===== config.mk =====
export PLATFORM = sky130hd
export DESIGN_NAME = ordered_set_insert_count_table_unit_flat
export DESIGN_NICKNAME = d
export VERILOG_FILES = /design/src/osict_pkg.sv /design/src/osict_req_if.sv /design/src/osict_rsp_if.sv /design/src/osict_store.sv /design/src/osict_seq.sv /design/src/ordered_set_insert_count_table_unit.sv /design/src/flat_wrapper.sv
export SDC_FILE = /design/constraint.sdc
export NUM_CORES = 1
export LEC_CHECK = 0
export BUFFER_PORTS_ARGS = -buffer_cell sky130_fd_sc_hd__buf_2
export CORE_MARGIN = 3
export CORE_UTILIZATION = 30
export CTS_CLUSTER_DIAMETER = 120
export DETAILED_ROUTE_END_ITERATION = 6
export GPL_TIMING_DRIVEN = 0
export PLACE_DENSITY = 0.52
export REMOVE_ABC_BUFFERS = 1
export SLEW_MARGIN = 20
export SYNTH_ARGS = -nofsm -noshare
export SYNTH_HDL_FRONTEND = slang
export SYNTH_SLANG_ARGS = --single-unit

===== constraint.sdc =====
create_clock -name clk -period 6.1 [get_ports clk]
set_clock_uncertainty 0.2 [all_clocks]
set_input_delay 0.915 -clock clk [delete_from_list [all_inputs] [get_ports clk]]
set_output_delay 0.915 -clock clk [all_outputs]
set_load 0.02 [all_outputs]

===== src/osict_pkg.sv =====
package osict_pkg;

	// Defaults for the top-level parameters
	localparam int CAPACITY_DEF   = 16;
	localparam int COUNT_BITS_DEF = 16;

	// Fixed field widths
	localparam int OP_W   = 2;
	localparam int KEY_W  = 32;
	localparam int SLOT_W = 4;
	localparam int DUP_W  = 16;

	// Operation codes
	typedef enum logic [OP_W-1:0] {
		OP_INSERT = 2'd0,
		OP_LOOKUP = 2'd1,
		OP_COUNT  = 2'd2
	} op_t;

	// Sequencer states
	typedef enum logic [1:0] {
		ST_IDLE,
		ST_SCAN,
		ST_DONE
	} state_t;

	// One result word
	typedef struct packed {
		logic              found;
		logic              inserted;
		logic              full_refused;
		logic [SLOT_W-1:0] slot_index;
		logic [DUP_W-1:0]  dup_count;
	} res_t;

endpackage


===== src/osict_req_if.sv =====
interface osict_req_if;
	logic                             valid;
	logic                             ready;
	logic [osict_pkg::OP_W-1:0]       opcode;
	logic signed [osict_pkg::KEY_W-1:0] key;

	modport source (output valid, output opcode, output key, input ready);
	modport sink (input valid, input opcode, input key, output ready);
endinterface


===== src/osict_rsp_if.sv =====
interface osict_rsp_if;
	logic                         valid;
	logic                         ready;
	logic                         found;
	logic                         inserted;
	logic                         full_refused;
	logic [osict_pkg::SLOT_W-1:0] slot_index;
	logic [osict_pkg::DUP_W-1:0]  dup_count;

	modport source (output valid, output found, output inserted, output full_refused,
		output slot_index, output dup_count, input ready);
	modport sink (input valid, input found, input inserted, input full_refused,
		input slot_index, input dup_count, output ready);
endinterface


===== src/osict_store.sv =====
module osict_store #(
	parameter int DEPTH      = osict_pkg::CAPACITY_DEF,
	parameter int COUNT_BITS = osict_pkg::COUNT_BITS_DEF,
	parameter int AW         = 4
) (
	input  logic                        clk,
	input  logic                        rd_en,
	input  logic [AW-1:0]               rd_addr,
	output logic [osict_pkg::KEY_W-1:0] key_rd,
	output logic [COUNT_BITS-1:0]       cnt_rd,
	input  logic                        key_we,
	input  logic                        cnt_we,
	input  logic [AW-1:0]               wr_addr,
	input  logic [osict_pkg::KEY_W-1:0] wr_key,
	input  logic [COUNT_BITS-1:0]       wr_cnt
);

	logic [osict_pkg::KEY_W-1:0] key_mem [DEPTH];
	logic [COUNT_BITS-1:0]       cnt_mem [DEPTH];
	logic [osict_pkg::KEY_W-1:0] key_rd_q;
	logic [COUNT_BITS-1:0]       cnt_rd_q;

	// Write port, key and counter written separately
	always_ff @(posedge clk) begin
		if (key_we) begin
			key_mem[wr_addr] <= wr_key;
		end
		if (cnt_we) begin
			cnt_mem[wr_addr] <= wr_cnt;
		end
	end

	// Registered read port, one entry per cycle
	always_ff @(posedge clk) begin
		if (rd_en) begin
			key_rd_q <= key_mem[rd_addr];
			cnt_rd_q <= cnt_mem[rd_addr];
		end
	end

	assign key_rd = key_rd_q;
	assign cnt_rd = cnt_rd_q;

endmodule


===== src/osict_seq.sv =====
module osict_seq #(
	parameter int CAPACITY   = osict_pkg::CAPACITY_DEF,
	parameter int COUNT_BITS = osict_pkg::COUNT_BITS_DEF,
	parameter int AW         = 4,
	parameter int CW         = 5
) (
	input  logic                        clk,
	input  logic                        arst_n,
	input  logic                        start,
	input  logic [osict_pkg::OP_W-1:0]  op_in,
	input  logic [osict_pkg::KEY_W-1:0] key_in,
	output logic                        idle,
	input  logic                        out_free,
	output logic                        res_valid,
	output osict_pkg::res_t             res,
	output logic                        rd_en,
	output logic [AW-1:0]               rd_addr,
	input  logic [osict_pkg::KEY_W-1:0] key_rd,
	input  logic [COUNT_BITS-1:0]       cnt_rd,
	output logic                        key_we,
	output logic                        cnt_we,
	output logic [AW-1:0]               wr_addr,
	output logic [osict_pkg::KEY_W-1:0] wr_key,
	output logic [COUNT_BITS-1:0]       wr_cnt
);

	localparam logic [COUNT_BITS-1:0] CNT_MAX = {COUNT_BITS{1'b1}};

	osict_pkg::state_t state_q, state_d;
	osict_pkg::op_t    op_q;
	logic [osict_pkg::KEY_W-1:0] key_q;
	logic [CW-1:0]     idx_q;
	logic [CW-1:0]     used_q;
	logic              pend_s1;
	logic [AW-1:0]     pidx_s1;
	osict_pkg::res_t   res_q, res_d;

	logic              scanning;
	logic              hit;
	logic              miss;
	logic              is_ins;
	logic              has_room;
	logic [COUNT_BITS-1:0] cnt_next;
	logic [31:0]       hit_slot_ext;
	logic [31:0]       new_slot_ext;
	logic [31:0]       hit_cnt_ext;

	// Compare unit: one stored key against the search key each cycle
	assign scanning = (state_q == osict_pkg::ST_SCAN);
	assign rd_en    = scanning && (idx_q < used_q);
	assign rd_addr  = idx_q[AW-1:0];
	assign hit      = scanning && pend_s1 && (key_rd == key_q);
	assign miss     = scanning && !pend_s1 && !rd_en;
	assign is_ins   = (op_q == osict_pkg::OP_INSERT);
	assign has_room = (used_q < CW'(CAPACITY));

	// Saturating counter step
	assign cnt_next = (cnt_rd == CNT_MAX) ? cnt_rd : cnt_rd + 1'b1;

	// Store updates: counter bump on a duplicate, append on a new key
	assign key_we  = miss && is_ins && has_room;
	assign cnt_we  = (hit && is_ins) || key_we;
	assign wr_addr = hit ? pidx_s1 : used_q[AW-1:0];
	assign wr_key  = key_q;
	assign wr_cnt  = hit ? cnt_next : '0;

	assign hit_slot_ext = 32'(pidx_s1);
	assign new_slot_ext = 32'(used_q);
	assign hit_cnt_ext  = is_ins ? 32'(cnt_next) : 32'(cnt_rd);

	assign idle      = (state_q == osict_pkg::ST_IDLE);
	assign res_valid = (state_q == osict_pkg::ST_DONE) && out_free;
	assign res       = res_q;

	// Next state and result
	always_comb begin
		state_d = state_q;
		res_d   = res_q;
		case (state_q)
			osict_pkg::ST_IDLE: begin
				if (start) begin
					res_d = '0;
					case (osict_pkg::op_t'(op_in))
						osict_pkg::OP_INSERT,
						osict_pkg::OP_LOOKUP,
						osict_pkg::OP_COUNT: state_d = osict_pkg::ST_SCAN;
						default: state_d = osict_pkg::ST_DONE;
					endcase
				end
			end
			osict_pkg::ST_SCAN: begin
				if (hit) begin
					res_d.found      = 1'b1;
					res_d.slot_index = hit_slot_ext[osict_pkg::SLOT_W-1:0];
					res_d.dup_count  = hit_cnt_ext[osict_pkg::DUP_W-1:0];
					state_d = osict_pkg::ST_DONE;
				end else if (miss) begin
					if (is_ins && has_room) begin
						res_d.inserted   = 1'b1;
						res_d.slot_index = new_slot_ext[osict_pkg::SLOT_W-1:0];
					end else if (is_ins) begin
						res_d.full_refused = 1'b1;
					end
					state_d = osict_pkg::ST_DONE;
				end
			end
			osict_pkg::ST_DONE: begin
				if (out_free) begin
					state_d = osict_pkg::ST_IDLE;
				end
			end
			default: state_d = osict_pkg::ST_IDLE;
		endcase
	end

	// State register
	always_ff @(posedge clk or negedge arst_n) begin
		if (!arst_n) begin
			state_q <= osict_pkg::ST_IDLE;
		end else begin
			state_q <= state_d;
		end
	end

	// Control registers: scan index, fill count, read pipeline flag
	always_ff @(posedge clk or negedge arst_n) begin
		if (!arst_n) begin
			idx_q   <= '0;
			used_q  <= '0;
			pend_s1 <= 1'b0;
		end else begin
			if (idle && start) begin
				idx_q   <= '0;
				pend_s1 <= 1'b0;
			end else if (scanning) begin
				pend_s1 <= rd_en;
				if (rd_en) begin
					idx_q <= idx_q + 1'b1;
				end
			end
			if (key_we) begin
				used_q <= used_q + 1'b1;
			end
		end
	end

	// Payload registers
	always_ff @(posedge clk) begin
		if (idle && start) begin
			op_q  <= osict_pkg::op_t'(op_in);
			key_q <= key_in;
		end
		if (scanning) begin
			pidx_s1 <= idx_q[AW-1:0];
		end
		res_q <= res_d;
	end

endmodule


===== src/ordered_set_insert_count_table_unit.sv =====
// Insertion-ordered key table with a saturating duplicate counter per slot.
// Request channel (req): opcode and a 32-bit key; one word per operation.
//   insert: a stored key gets its counter bumped (saturating); a new key is
//           appended at the next free slot with a count of zero, or refused
//           with full_refused when all CAPACITY slots are in use.
//   lookup / count: report found, slot_index and dup_count of the key.
//   Opcode 3 returns an all-zero result and changes nothing.
// Response channel (rsp): exactly one word per request, in request order.
// Scan: the table is scanned one slot per cycle through the single read
//   port of the key memory until a hit or the last used slot; opcode 3
//   skips the scan. One request is in flight at a time; req.ready is high
//   only while the sequencer is idle.
// A finished result sits in an output register, so the next request is taken
//   while rsp waits; if rsp stalls, the following result holds in the
//   sequencer until the register frees.
// Reset empties the table at once (fill count to zero); no clearing pass.
module ordered_set_insert_count_table_unit #(
	parameter int CAPACITY   = osict_pkg::CAPACITY_DEF,
	parameter int COUNT_BITS = osict_pkg::COUNT_BITS_DEF
) (
	input logic         clk,
	input logic         arst_n,
	osict_req_if.sink   req,
	osict_rsp_if.source rsp
);

	localparam int AW = (CAPACITY > 1) ? $clog2(CAPACITY) : 1;
	localparam int CW = $clog2(CAPACITY + 1);

	logic                        seq_idle;
	logic                        start;
	logic                        out_free;
	logic                        res_valid;
	osict_pkg::res_t             res;
	logic                        rd_en;
	logic [AW-1:0]               rd_addr;
	logic [osict_pkg::KEY_W-1:0] key_rd;
	logic [COUNT_BITS-1:0]       cnt_rd;
	logic                        key_we;
	logic                        cnt_we;
	logic [AW-1:0]               wr_addr;
	logic [osict_pkg::KEY_W-1:0] wr_key;
	logic [COUNT_BITS-1:0]       wr_cnt;
	logic                        out_valid_q;
	osict_pkg::res_t             out_res_q;

	assign req.ready = seq_idle;
	assign start     = req.valid && seq_idle;

	osict_seq #(
		.CAPACITY   (CAPACITY),
		.COUNT_BITS (COUNT_BITS),
		.AW         (AW),
		.CW         (CW)
	) u_seq (
		.clk       (clk),
		.arst_n    (arst_n),
		.start     (start),
		.op_in     (req.opcode),
		.key_in    ($unsigned(req.key)),
		.idle      (seq_idle),
		.out_free  (out_free),
		.res_valid (res_valid),
		.res       (res),
		.rd_en     (rd_en),
		.rd_addr   (rd_addr),
		.key_rd    (key_rd),
		.cnt_rd    (cnt_rd),
		.key_we    (key_we),
		.cnt_we    (cnt_we),
		.wr_addr   (wr_addr),
		.wr_key    (wr_key),
		.wr_cnt    (wr_cnt)
	);

	osict_store #(
		.DEPTH      (CAPACITY),
		.COUNT_BITS (COUNT_BITS),
		.AW         (AW)
	) u_store (
		.clk     (clk),
		.rd_en   (rd_en),
		.rd_addr (rd_addr),
		.key_rd  (key_rd),
		.cnt_rd  (cnt_rd),
		.key_we  (key_we),
		.cnt_we  (cnt_we),
		.wr_addr (wr_addr),
		.wr_key  (wr_key),
		.wr_cnt  (wr_cnt)
	);

	// Output register between sequencer and rsp
	assign out_free = !out_valid_q || rsp.ready;

	always_ff @(posedge clk or negedge arst_n) begin
		if (!arst_n) begin
			out_valid_q <= 1'b0;
		end else if (res_valid) begin
			out_valid_q <= 1'b1;
		end else if (rsp.ready) begin
			out_valid_q <= 1'b0;
		end
	end

	always_ff @(posedge clk) begin
		if (res_valid) begin
			out_res_q <= res;
		end
	end

	assign rsp.valid        = out_valid_q;
	assign rsp.found        = out_res_q.found;
	assign rsp.inserted     = out_res_q.inserted;
	assign rsp.full_refused = out_res_q.full_refused;
	assign rsp.slot_index   = out_res_q.slot_index;
	assign rsp.dup_count    = out_res_q.dup_count;

`ifndef NO_ASSERTIONS
	// One request at a time: ready drops right after an accept
	a_one_in_flight: assert property (@(posedge clk) disable iff (!arst_n)
		(req.valid && req.ready) |=> !req.ready)
		else $error("request accepted while a scan was running");

	// A word never reports a hit together with an append or a refusal
	a_hit_xor_append: assert property (@(posedge clk) disable iff (!arst_n)
		rsp.valid |-> !(rsp.found && rsp.inserted) && !(rsp.found && rsp.full_refused))
		else $error("conflicting result flags");

	// Absent keys report no slot contents
	a_miss_zero: assert property (@(posedge clk) disable iff (!arst_n)
		(rsp.valid && !rsp.found) |-> (rsp.dup_count == '0))
		else $error("nonzero count for an absent key");

	// A refused insert reports slot zero
	a_refused_slot: assert property (@(posedge clk) disable iff (!arst_n)
		(rsp.valid && rsp.full_refused) |-> (rsp.slot_index == '0))
		else $error("refused insert with a slot index");
`endif

endmodule


===== src/flat_wrapper.sv =====
// flat-port wrapper written by rule: the top's interface ports become plain ports
module ordered_set_insert_count_table_unit_flat 
#(
	parameter int CAPACITY   = osict_pkg::CAPACITY_DEF,
	parameter int COUNT_BITS = osict_pkg::COUNT_BITS_DEF
)
  (clk, arst_n, req_valid, req_opcode, req_key, req_ready, rsp_valid, rsp_found, rsp_inserted, rsp_full_refused, rsp_slot_index, rsp_dup_count, rsp_ready);
  osict_req_if req_i ();
  osict_rsp_if rsp_i ();
  input logic clk;
  input logic arst_n;
  input wire logic [$bits(req_i.valid)-1:0] req_valid;
  input wire logic [$bits(req_i.opcode)-1:0] req_opcode;
  input wire logic [$bits(req_i.key)-1:0] req_key;
  output wire logic [$bits(req_i.ready)-1:0] req_ready;
  output wire logic [$bits(rsp_i.valid)-1:0] rsp_valid;
  output wire logic [$bits(rsp_i.found)-1:0] rsp_found;
  output wire logic [$bits(rsp_i.inserted)-1:0] rsp_inserted;
  output wire logic [$bits(rsp_i.full_refused)-1:0] rsp_full_refused;
  output wire logic [$bits(rsp_i.slot_index)-1:0] rsp_slot_index;
  output wire logic [$bits(rsp_i.dup_count)-1:0] rsp_dup_count;
  input wire logic [$bits(rsp_i.ready)-1:0] rsp_ready;
  assign req_i.valid = req_valid;
  assign req_i.opcode = req_opcode;
  assign req_i.key = req_key;
  assign req_ready = req_i.ready;
  assign rsp_valid = rsp_i.valid;
  assign rsp_found = rsp_i.found;
  assign rsp_inserted = rsp_i.inserted;
  assign rsp_full_refused = rsp_i.full_refused;
  assign rsp_slot_index = rsp_i.slot_index;
  assign rsp_dup_count = rsp_i.dup_count;
  assign rsp_i.ready = rsp_ready;
  ordered_set_insert_count_table_unit #(.CAPACITY(CAPACITY), .COUNT_BITS(COUNT_BITS)) u_core (.clk(clk), .arst_n(arst_n), .req(req_i), .rsp(rsp_i));
endmodule

==> impl_metrics.ini, run 1 <==
[cts]
clk_pin_slew_ns = 0.06
htreeDepth = 3
clockBufferDepth = 3
cts-buffers-inserted = 92
numClockSinks = 914
tritoncts = built
ctsResizeCount = 0
clock_latency_ns = 0.66
cts-root-buf = clkbuf_16

[setup_path]
critPathLaunchType = register
r2r_setup_slack_ns = 0.80
critPathCaptureType = register
critPathKind = register to register
crit_arrival_ns = 5.45
rr_worst_depth = 9
worst_ep_required_time_ns = 6.25
crit_path_start = u_core.u_seq.state_q[1]
r2r-start = u_core.u_seq.state_q[1]
endpoint = u_core.u_store.key_mem[15][2]
cp_max_fo = 22
r2r-end = u_core.u_store.key_mem[15][2]

[power]
p_int_mw = 11.9
power.switching_mw = 4.05
power_frac_comb_pct = 15.5
pwr-share-clk_pct = 34.9
netSwitchingFraction_pct = 25.5
p_leak_nw = 12.2
p_seq_share_pct = 49.6
p_per_area_nw_per_um2 = 384
vdd_ir_drop_max_mv = 0.239

[yosys]
netlist_instances = 1518
synth_area_um2 = 34900
ys_seq_area_share_pct = 78.4
synth_edf_count = 900
synthDistinctLibCells = 46
synth_top_area_cell = edfxtp_1
synth_area_leaders = edfxtp_1 77%, mux4_2 15%, xor2_1 1.2%
ys_async_sr_fraction_pct = 1.53
ys_warn_count = 0
ys_ff_latch = 914
synth_flop_cell = edfxtp_1
syn_avg_cell_area_um2 = 23.0
yosys.area.top_type_share_pct = 77.4

[route]
wl_per_cell_um = 23.9
route.detailed.drc = 0
dr.pass1.iters = 6
viasPerCell = 4.87
drtIter0Drc = 1419
ant_nets = 0
vias = 16152
drt-total-wl_um = 79300

[die]
die_w_um = 347
die_area_um2 = 121000
pin_count = 63
num_rows = 124
start_util_pct = 30.4
core_area_um2 = 115000
die_y_um = 347

[sta]
finalSetupViolCount = 0
hold_ws_ns = 0.215
period_minus_slack_ns = 5.30
period_share_pct = 86.8
rsz0062_at_grt = false
finalHoldViolCount = 0
max_slew_margin_pct = 28.4
report.final.slew_viol_count = 0
worst_pin_slew_ns = 1.06
fmax_ghz = 0.189

[job]
cap_violations = 0

[global_routing]
grt_first_pass_wirelength_um = 117000
grt_util_all_layers_pct = 13.1
grt_max_degree = 46
antenna_found_initial = 3
grt-ovfl-total = 0
grt_pass1_vias = 16954

[layout]
fillCellCount = 10446
final_nets = 1783
num_antenna_cells = 0
area_growth_pct = 18.5
drive_gt1_share_pct = 34.3
instances_no_fill = 3318

[min_path]
min_path_type = register to register

[placement]
gpl.final_weighted_congestion = 0.708
portBuffers = 62
dp.cells = 3155
dp_hpwl_um = 50900

[run_status]
outcome = finished clean
[cell usage in the layout, fill, tap and decap left out, types with 7 or more instances in the layout]
| cell type | Yosys | layout |
|---|---|---|
| clkinv_1 | 0 | 19 |
| mux2i_1 | 9 | 9 |
| clkbuf_16 | 0 | 92 |
| clkinv_2 | 0 | 11 |
| buf_6 | 1 | 12 |
| nor4_1 | 13 | 9 |
| buf_12 | 0 | 7 |
| nand4_1 | 10 | 10 |
| bufinv_16 | 0 | 10 |
| inv_1 | 8 | 7 |
| buf_4 | 0 | 88 |
| mux4_2 | 240 | 240 |
| dfrtp_1 | 14 | 10 |
| xnor2_1 | 8 | 8 |
| buf_16 | 0 | 13 |
| nand2_1 | 29 | 29 |
| buf_2 | 25 | 81 |
| nand3_1 | 15 | 14 |
| ha_1 | 7 | 7 |
| xor2_1 | 48 | 48 |
| nor2_1 | 40 | 39 |
| edfxtp_1 | 900 | 900 |
| clkbuf_1 | 48 | 20 |
| nor3_2 | 0 | 25 |
[kinds of logic after synthesis]
group	Yosys count	share of synthesized area, %
buffers and inverters	84	1.01
multiplexers	250	15.8
adder cells (fa/ha/maj)	7	0.251
XOR/XNOR	56	1.40
AO/OA/AOI/OAI	33	0.638
flip-flops	914	78.4
AND/OR/NAND/NOR	174	2.55
[stage by stage]
| stage | utilization (%) | setup slack, ns | total power, mW | setup TNS, ns | cell area, µm² |
|---|---|---|---|---|---|
| after floorplan | - | -6.90 | 10.1 | -4644.48 | 34600 |
| after global placement | 32.0 | -17.38 | 10.9 | - | 36800 |
| after detailed placement | 33.4 | 0.735 | 10.5 | 0 | 38400 |
| after CTS | 36.0 | 0.703 | 16.1 | 0 | 41400 |
| after global routing | 36.0 | 0.498 | 16.6 | 0 | 41400 |
| final | 36.0 | 0.803 | 15.9 | 0 | 41400 |
[how the worst min path moves through the flow]
stage / from / end / slack, ns / depth (start not counted)
floorplan: u_core.u_seq.res[0] / u_core.rsp.dup_count[0] / 0.20 / 0
detailed placement: u_core.u_seq.res[11] / u_core.rsp.dup_count[11] / 0.21 / 0
global route: req_key[14] / u_core.u_seq.wr_key[14] / 0.19 / 1
CTS: req_key[14] / u_core.u_seq.wr_key[14] / 0.18 / 1
global placement: u_core.u_seq.res[3] / u_core.rsp.dup_count[3] / 0.20 / 0
finish: u_core.u_seq.res[22] / u_core.rsp.found / 0.22 / 0
[what timing repair did]
| action | in CTS | in global routing |
|---|---|---|
| hold endpoints to repair | 14 | 0 |
| buffers inserted | 0 | 0 |
| hold buffers | 1 | 0 |
[worst max-delay path: stages (launching register included)]
cell and delay, ns:
dfrtp_1 0.46, nand2b_1 0.68, inv_1 0.72, and4_1 0.37, nand3_2 0.66, mux2_2 0.60, nor4_2 0.55, buf_2 0.33
buf_4 0.20, buf_2 0.22
[flip-flops by register name, indices dropped and copies added (netlist names), 4 cells and up]
| name | cells |
|---|---|
| u_core.u_seq.wr_key | 32 |
| u_core.u_store.cnt_mem | 256 |
| u_core.rsp.slot_index | 4 |
| u_core.u_store.cnt_rd | 16 |
| u_core.u_seq.pidx_s1 | 4 |
| u_core.u_store.key_mem | 512 |
| u_core.rsp.dup_count | 16 |
| u_core.u_seq.idx_q | 5 |
| u_core.u_store.key_rd | 32 |
| u_core.u_seq.res | 23 |
| u_core.u_seq.used_q | 5 |
[cells in the mapped netlist (2+ instances only)]
cell	instances
nand4_1	10
a311oi_1	2
and2_1	3
or2_2	4
nor3_1	31
nand3_1	15
a21oi_1	8
or3_1	2
nand2b_1	6
nand4b_1	2
a31oi_1	3
and4_1	4
o21ai_0	5
nor4_1	13
buf_2	25
o31ai_1	2
nor2_1	40
mux4_2	240
inv_1	8
xor2_1	48
buf_1	2
nand2_1	29
xnor2_1	8
nor2b_1	2
and3_1	8
ha_1	7
a211oi_1	3
o21a_1	3
edfxtp_1	900
mux2i_1	9
clkbuf_1	48
dfrtp_1	14
[power groups by stage]
stage | Clock (mW) | Combinational, mW | Sequential [mW]
2_1_floorplan | 0 | 1.84 | 8.22
3_3_place_gp | 0 | 2.40 | 8.45
4_1_cts | 5.70 | 2.52 | 7.90
3_5_place_dp | 0 | 2.52 | 8.03
5_1_grt | 5.98 | 2.65 | 7.95
6_report | 5.54 | 2.47 | 7.89
[layer usage]
| layer | wire, µm | GRT usage [%] | part of all wire [%] | vias to the layer above |
|---|---|---|---|---|
| li1 | - | - | - | 6853 |
| met1 | 36600 | 19.0 | 46 | 8799 |
| met2 | 37500 | 20.7 | 47 | 396 |
| met3 | 3750 | 2.41 | 4.7 | 104 |
| met4 | 1480 | 3.22 | 1.9 | 0 |
| met5 | 0 | 0 | 0 | - |
[final cells by class]
cell class | instances | area [µm²] | area share, %
Multi-Input combinational cell | 520 | 7410 | 17.9
Clock inverter | 50 | 572 | 1.38
Timing Repair Buffer | 202 | 1710 | 4.13
Clock buffer | 112 | 2380 | 5.75
Sequential cell | 914 | 27400 | 66.2
Tap cell | 1512 | 1890 | 4.57
Inverter | 8 | 32.5 | 0.0786
No activity file was read; power rests on OpenSTA's default activity.
==> run 2: changes to the inputs <==
--- a/config.mk
+++ b/config.mk
@@ -5,6 +5,7 @@
 export SDC_FILE = /design/constraint.sdc
 export NUM_CORES = 1
 export LEC_CHECK = 0
+export ABC_AREA = 1
 export BUFFER_PORTS_ARGS = -buffer_cell sky130_fd_sc_hd__buf_2
 export CORE_MARGIN = 3
 export CORE_UTILIZATION = 30
==> run 2 against run 1 <==
  * Area after synthesis increased by 4.1%
  * Global-route usage increased by 1.4 points
  * Die area increased by 4.0%
  * Largest power group unchanged
  * Via count increased by 33%
  * Combinational power increased by 49%
  * Clock power increased by 0.7%
  * Fmax increased by 7.4%
==> impl_metrics.ini, run 2 <==
[run_status]
outcome = finished clean

[sta]
period_share_pct = 80.9
worst_slack_ns = 1.17
max_slew_margin_pct = 26.3
finalSetupViolCount = 0
fmax_ghz = 0.203
worst_pin_slew_ns = 1.11
rsz0062_at_grt = false
period_minus_slack_ns = 4.93
finalHoldViolCount = 0
report.final.slew_viol_count = 0

[layout]
drive_gt1_share_pct = 11.9
multi_input_area_um2 = 8220
top_register = u_core.u_store.key_mem
seq_area_um2 = 27400
final_cell_mix = 900 x edfxtp_1, 484 x nor2_1, 265 x nand2_1
final_nets = 2791
reg_top3 = u_core.u_store.key_mem x512, u_core.u_store.cnt_mem x256
fillCellCount = 11461
layout_commonest_cell = edfxtp_1
instances_no_fill = 4430
area_growth_pct = 18.2
largest_reg_flops = 512

[die]
pin_count = 63
die_w_um = 354
core_area_um2 = 120000
num_rows = 127
start_util_pct = 30.3
die_area_um2 = 125000
die_y_um = 354

[route]
routed-wl-met3_um = 4460
drt-met1-wl_um = 41600
ant_nets = 0
vias = 21546
drt-total-wl_um = 92800
wl_per_cell_um = 20.9
dr.pass1.iters = 5
met2WireLength_um = 44000
route.detailed.drc = 0
viasPerCell = 4.86
drtIter0Drc = 2147
highest_layer = met5

[power]
p_leak_nw = 13.7
vdd_ir_drop_max_mv = 0.225
p_per_area_nw_per_um2 = 404

[setup_path]
rr_worst_depth = 12
critPathLaunchType = register
crit_arrival_ns = 5.13
max_stage_delay_ns = 0.77
r2r_setup_slack_ns = 1.17
worstPathCellList = buf_16, inv_8, a21boi_1, o21bai_1, nand2_2, nand3_1, nor2_2, nand2_2, o21ai_0, inv_2, nor2_4, buf_8
r2r-start = u_core.u_seq.idx_q[0]
r2r-end = u_core.u_store.cnt_mem[7][10]
crit_top_cell = nand2_2
critPathCaptureType = register
cp_max_fo = 108
worst_ep_required_time_ns = 6.30
critPathKind = register to register
cp_slowest_cell = nand2_2

[yosys]
syn_avg_cell_area_um2 = 13.6
synth.most_common_cell = edfxtp_1
synth_area_leaders = edfxtp_1 74%, nor2_1 5.4%, o21ai_0 3.0%
synth_top_area_cell = edfxtp_1
synth_edf_count = 900
ys_async_sr_fraction_pct = 1.53
synth_area_um2 = 36300
ys_seq_area_share_pct = 75.3
synthDistinctLibCells = 41
ys_ff_latch = 914
yosys.area.top_type_share_pct = 74.4
synth_flop_cell = edfxtp_1
yosys-top-cells-count = 900 x edfxtp_1, 522 x nor2_1, 265 x nand2_1
ys_warn_count = 0
netlist_instances = 2678

[global_routing]
grt_pass1_vias = 20729
grt_util_all_layers_pct = 14.5
grt-ovfl-total = 0
antenna_found_initial = 6
grt_max_degree = 109
grt_first_pass_wirelength_um = 137000

[placement]
dp_hpwl_um = 56900
portBuffers = 62
pre_cts_ws_ns = 1.14
gpl.final_weighted_congestion = 0.755
dp.cells = 4265

[job]
cap_violations = 0

[min_path]
min_path_type = register to register
whs_path_depth = 0
whs_endpoint = u_core.rsp.dup_count[4]
worstHoldStart = u_core.u_seq.res[4]

[cts]
htreeDepth = 3
tritoncts = built
cts-buffers-inserted = 90
post_cts_buffers = 0
clockBufferDepth = 3
clock_latency_ns = 0.64
cts-root-buf = clkbuf_16
numClockSinks = 914
clk_pin_slew_ns = 0.06
==> run 2: logic make-up (layout without fill, tap and decap cells) <==
group / Yosys count / count (layout) / share of synthesized area [%]
and+or+nand+nor: 939 / 939 / 10.5
DFF: 914 / 914 / 75.3
xor gates and xnor gates: 19 / 19 / 0.458
buffers and inverters: 262 / 399 / 2.83
AOI/OAI and AO/OA: 457 / 457 / 8.47
other: 0 / 3 / 0
adders and majority gates: 7 / 7 / 0.241
muxes: 80 / 80 / 2.21
==> run 2: worst max path at each step <==
| stage | from | end | slack [ns] | depth (start not counted) |
|---|---|---|---|---|
| final | u_core.u_seq.idx_q[0] | u_core.u_store.cnt_mem[7][10] | 1.17 | 12 |
| after detailed placement | u_core.u_seq.idx_q[0] | u_core.u_store.cnt_mem[2][10] | 1.14 | 12 |
| after CTS | u_core.u_seq.idx_q[0] | u_core.u_store.cnt_mem[2][1] | 1.14 | 12 |
| after floorplan | u_core.u_seq.idx_q[0] | u_core.u_store.key_mem[10][0] | -9.99 | 8 |
| after global placement | u_core.u_seq.idx_q[0] | u_core.u_store.key_mem[9][8] | -28.89 | 8 |
| after global routing | u_core.u_seq.idx_q[0] | u_core.u_store.cnt_mem[4][13] | 0.90 | 12 |
==> run 2: what timing repair did <==
action,4_1_cts,5_1_grt
hold endpoints to repair,14,0
endpoints found under the setup margin,0,0
hold buffers,1,0
resized for setup,0,0
==> run 2: metrics by stage <==
step	setup TNS (ns)	instance area (µm²)	utilization [%]	power, mW	hold WS (ns)
finish	0	43000	35.8	17.4	0.220
global route	0	43000	35.8	18.2	0.214
floorplan	-8533.62	35700	-	10.6	0.200
CTS	0	42900	35.7	17.6	0.197
detailed placement	0	40000	33.3	12.0	0.208
global placement	-	38000	31.7	11.5	0.208
==> run 2: area by class of cell <==
class | count | share of cell area (%)
Sequential cell | 914 | 63.7
Multi-Input combinational cell | 1502 | 19.1
Clock buffer | 116 | 5.69
Tap cell | 1612 | 4.69
Timing Repair Buffer | 132 | 4.59
Clock inverter | 45 | 1.17
Inverter | 106 | 0.978
Antenna cell | 3 | 0.0175
==> run 2: routing by layer <==
metal	vias up	GRT usage [%]
met1	10790	19.8
li1	10036	-
met3	161	2.28
met5	-	0
met2	553	23.5
met4	6	5.21
==> run 2: worst max-delay path, delay by kind of cell (launching register included) <==
| kind | cells | cell delay (ns) |
|---|---|---|
| buffers and inverters | 4 | 1.69 |
| and+or+nand+nor | 5 | 1.41 |
| DFF | 1 | 0.67 |
| AOI/OAI and AO/OA | 3 | 0.60 |
==> run 2: power by group <==
part	switching [mW]	internal [mW]	total, mW
registers	0.470	7.65	8.12
logic	2.50	1.17	3.67
clock network	2.30	3.28	5.58
